--- config.mk ---
export PLATFORM = sky130hd
export DESIGN_NAME = fpa_div_step
export DESIGN_NICKNAME = d
export VERILOG_FILES = /design/src/hw/rtl/fpa_pkg.sv /design/src/hw/rtl/fpa_div_step.sv
export SDC_FILE = /design/constraint.sdc
export NUM_CORES = 1
export LEC_CHECK = 0
export BUFFER_PORTS_ARGS = -buffer_cell sky130_fd_sc_hd__buf_2
export CAP_MARGIN = 20
export CORE_AREA = 5 5 107 109
export DETAILED_ROUTE_END_ITERATION = 10
export DIE_AREA = 0 0 112 114
export GPL_TIMING_DRIVEN = 0
export PLACE_DENSITY = 0.68
export SLEW_MARGIN = 40
export SYNTH_ARGS = -nofsm -noshare
export SYNTH_HDL_FRONTEND = slang
export SYNTH_SLANG_ARGS = --single-unit
--- constraint.sdc ---
create_clock -name vclk -period 3.55
set_clock_uncertainty 0.2 [all_clocks]
set_input_delay 0.355 -clock vclk [all_inputs]
set_output_delay 0.355 -clock vclk [all_outputs]
set_load 0.02 [all_outputs]
--- src/hw/rtl/fpa_pkg.sv ---
// ----------------------------------------------------------------------------
// fpa_pkg: shared types and constants for the fixed-point ALU
// Holds the operation codes, the transfer payloads and the divider stage state.
// ----------------------------------------------------------------------------
package fpa_pkg;

	localparam int unsigned FRAC_BITS = 8;
	localparam int unsigned WORD      = 32;
	// quotient width of (|a| << F) / |b|
	localparam int unsigned QW        = WORD + FRAC_BITS;
	// decode, multiply, multiply finish, QW divide steps, output
	localparam int unsigned NSTAGES   = QW + 4;

	typedef enum logic [3:0] {
		OP_ADD     = 4'd0,
		OP_SUB     = 4'd1,
		OP_MUL     = 4'd2,
		OP_DIV     = 4'd3,
		OP_GT      = 4'd4,
		OP_LT      = 4'd5,
		OP_GE      = 4'd6,
		OP_LE      = 4'd7,
		OP_EQ      = 4'd8,
		OP_NE      = 4'd9,
		OP_MIN     = 4'd10,
		OP_MAX     = 4'd11,
		OP_INC     = 4'd12,
		OP_DEC     = 4'd13,
		OP_TOINT   = 4'd14,
		OP_FROMINT = 4'd15
	} op_t;

	typedef struct packed {
		op_t                action;
		logic signed [31:0] operand_a;
		logic signed [31:0] operand_b;
	} req_t;

	typedef struct packed {
		logic signed [31:0] result;
		logic               compare_true;
		logic               divide_by_zero;
	} rsp_t;

	// state carried through the divide steps
	typedef struct packed {
		logic              is_div;
		logic              neg;
		logic              dz;
		logic              cmp;
		logic [WORD-1:0]   res;
		logic [WORD-1:0]   divisor;
		logic [WORD-1:0]   rem;
		logic [QW-1:0]     dq;
	} div_st_t;

endpackage

--- src/hw/rtl/fpa_div_step.sv ---
// ----------------------------------------------------------------------------
// fpa_div_step: one restoring division step
// Shifts one dividend bit into the remainder and produces one quotient bit.
// ----------------------------------------------------------------------------
module fpa_div_step (
	input  fpa_pkg::div_st_t d,
	output fpa_pkg::div_st_t q
);

	logic [fpa_pkg::WORD:0]   rem_sh;
	logic [fpa_pkg::WORD+1:0] diff;
	logic                     ge;

	always_comb begin
		rem_sh = {d.rem, d.dq[fpa_pkg::QW-1]};
		diff   = {1'b0, rem_sh} - {2'b00, d.divisor};
		ge     = ~diff[fpa_pkg::WORD+1];
		q      = d;
		q.rem  = ge ? diff[fpa_pkg::WORD-1:0] : rem_sh[fpa_pkg::WORD-1:0];
		q.dq   = {d.dq[fpa_pkg::QW-2:0], ge};
	end

endmodule

; Word-level counts from Yosys, hierarchy flattened
; Cells that the tools add are included.
[classes]
muxes = 1
magnitude_cmp = 0
eq_ne = 0
bitwise = 1
div_mod_pow = 0
n_reduce_logical = 0
add_sub_neg = 1
n_mul = 0
shift = 0
[op_table]
columns = op, count
row1 = $sub A33 B32 Y34, 1
row2 = $mux W32, 1
row3 = $not A1 Y1, 1
[totals]
latchBits = 0
ram_bits = 0
out_inout_bits = 140
in_bits = 140
mem_bits_ro = 0
ff_bits = 0
elab_cells = 3
memories = 0

; Longest topological paths before layout
[depth]
word_depth = 2
mapped_depth = 12
ltp_nobuf = 11

; Worst setup path before layout
; No wires, ideal clock.
[synth_timing]
kind = input-to-output
from = input port d[39] in the netlist's numbering
to = output port q[58] in the netlist's numbering
path_stages = 11
required_time_ps = 2995
path_slack_ps = 522
path_buffers = 0
arrival_ps = 2473
path_cell_list = inv_1 -> ha_1 -> inv_1 -> fa_1 -> a21o_1 -> a31oi_4 -> nor3_2 -> a31oi_2 -> o21ai_0 -> xnor2_1 -> o21ai_0
[synth_lines]
columns = item, line
row1 = "start, declared", fpa_div_step.sv:6  ; input fpa_pkg::div_st_t d,
row2 = "end, declared", fpa_div_step.sv:7  ; output fpa_pkg::div_st_t q

==> results.toml <==
[detailed_routing]
vias = 3826
drt_pass1_iterations = 4
drtAntennaViolNets = 0
wirelength_um = 10800
drt-vias-per-instance = 4.63
drcViolationCount = 0
initialDrtViolationCount = 113
detail_route.wl_per_cell_um = 13.1

[run_status]
status = "finished, final reports clean"

[finish]
drive_gt1_share_pct = 51.9
sequential_cell_total = 0
final_util_pct = 42.5
final_common_cell = "buf_2"
antenna_cells = 0
syn_to_final_growth_pct = 37.7
finalNetCount = 861
n_fill_cell = 1158
multiInputGateArea_um2 = 2190
final_cell_mix = "buf_2 (211), buf_4 (108), nand2_1 (52)"
clock_buffer_count = 0
regArea_um2 = 0

[floorplan]
num_rows = 38
ios = 280
fp.coreArea_um2 = 10500
die_x_um = 112
die-area_um2 = 12800
start_util_pct = 30.8
dieHeight_um = 114

[power_and_ir_drop]
finalPower_uw = 930
power_density_nw_per_um2 = 208
p_leak_nw = 2.52
vdd_drop_max_mv = 0.123

[sta]
max_freq_ghz = 0.297
period_share_pct = 94.9
finalCriticalPeriod_ps = 3370
slew_violations = 0
worstMarginPinSlew_ps = 519
slew_headroom_pct = 65.0
final-setup-viol-count = 0
finalHoldViolations = 0
grt_setup_unrepaired = "true"
tns_ps = 0

[synth]
netlist_instances = 481
yosysUniqueCellTypes = 62
netlist_area_um2 = 3240
synth_nets = 654
yosysSeqAreaShare_pct = 0
yosys_warnings = 0
syn_area_per_cell_um2 = 6.73

[setup_path]
startpoint_type = "input pin"
cp_data_required_time_ps = 2990
crit_type = "in -> out"
worst_path_max_delay_cell = "fa_1"
critical_path.max_fanout = 5
worstPathArrival_ps = 2810
slowest_delay_ps = 400
worstPathCellList = "buf_2 > inv_1 > ha_1 > inv_1 > fa_1 > a21o_1 > a31oi_4 > nor3_2 > a31oi_2 > o21a_2 > o21ai_0 > a221oi_2 > buf_2"
endpoint_kind = "output port"

[global_route]
grt_first_pass_wirelength_um = 16400
antenna_found_initial = 0
grt_pass1_vias = 3613
grt_use_total_pct = 14.8
gr-total-overflow = 0
grt_max_degree = 11

[place]
numPortBuffers = 205
routabilityCongestion = 0.880
place_hpwl_um = 9510

[worst_hold_path]
hold_class = "in -> out"

[run]
drv_cap = 0

[cts]
cts_hold_buf = 0
==> power by group <==
group / switching, mW / total [mW] / internal, mW
Sequential: 0 / 0 / 0
Combinational: 0.544 / 0.930 / 0.386
Clock: 0 / 0 / 0
Total: 0.544 / 0.930 / 0.386
==> routing by layer <==
layer | GRT usage (%) | share of wire [%]
met5 | 0 | 0
met4 | 0.240 | 0.18
met3 | 2.76 | 9.6
met2 | 27.8 | 50
met1 | 18.8 | 41
==> cells by family (layout without fill, tap and decap cells) <==
kind of cell / count (synthesis) / in the layout / synth area share [%]
AOI/OAI and AO/OA: 140 / 140 / 30.1
xor gates and xnor gates: 22 / 22 / 5.95
adders and majority gates: 33 / 33 / 13.0
buffers and inverters: 166 / 371 / 32.7
muxes: 4 / 4 / 1.51
and+or+nand+nor: 116 / 116 / 16.7
==> worst max-delay path: cells and delay by family <==
family | cells | cell delay (ps)
simple gates | 1 | 90
compound gates | 6 | 1390
fa+ha+maj | 2 | 560
buf+inv | 4 | 400
==> cell usage after synthesis, types with 4 or more instances <==
master | n | share of area [%]
a21o_1 | 12 | 2.8
a21oi_1 | 30 | 4.6
a21oi_2 | 4 | 1.1
a31oi_1 | 7 | 1.4
and3_1 | 5 | 0.97
buf_2 | 7 | 1.1
buf_4 | 108 | 25
clkbuf_1 | 4 | 0.46
ha_1 | 32 | 12
inv_1 | 42 | 4.9
nand2_1 | 52 | 6.0
nand3_1 | 7 | 1.1
nor2_1 | 27 | 3.1
nor3_1 | 5 | 0.77
o211ai_1 | 4 | 0.93
o21a_1 | 4 | 0.93
o21ai_0 | 36 | 5.6
o21bai_1 | 4 | 0.93
o31ai_1 | 4 | 0.93
xnor2_1 | 13 | 3.5
xor2_1 | 9 | 2.4
==> stage by stage <==
stage	hold WS (ps)	cells	area, um2	setup slack, ps
6_report	728	826	4460	182
3_3_place_gp	729	826	4440	140
4_1_cts	729	826	4440	125
5_1_grt	732	826	4460	-3.18
2_1_floorplan	623	481	3240	522
3_5_place_dp	729	826	4440	139
==> final cells by class <==
cell class | instances | area share [%]
Buffer | 122 | 20.2
Inverter | 44 | 3.70
Multi-Input combinational cell | 315 | 49.2
Tap cell | 140 | 3.93
Timing Repair Buffer | 205 | 23.0
==> repair_timing <==
action / 4_1_cts / 5_1_grt
endpoints found under the setup margin: 0 / 24
setup buffers: 0 / 0
hold endpoints to repair: 0 / 0
gates resized for setup: 0 / 9
==> final timing paths <==
kind	startpoint	end	slack, ps	cells past startpoint
max	d[39]	q[70]	180	13
min	d[126]	q[126]	730	2
(Power assumes the default switching activity.)
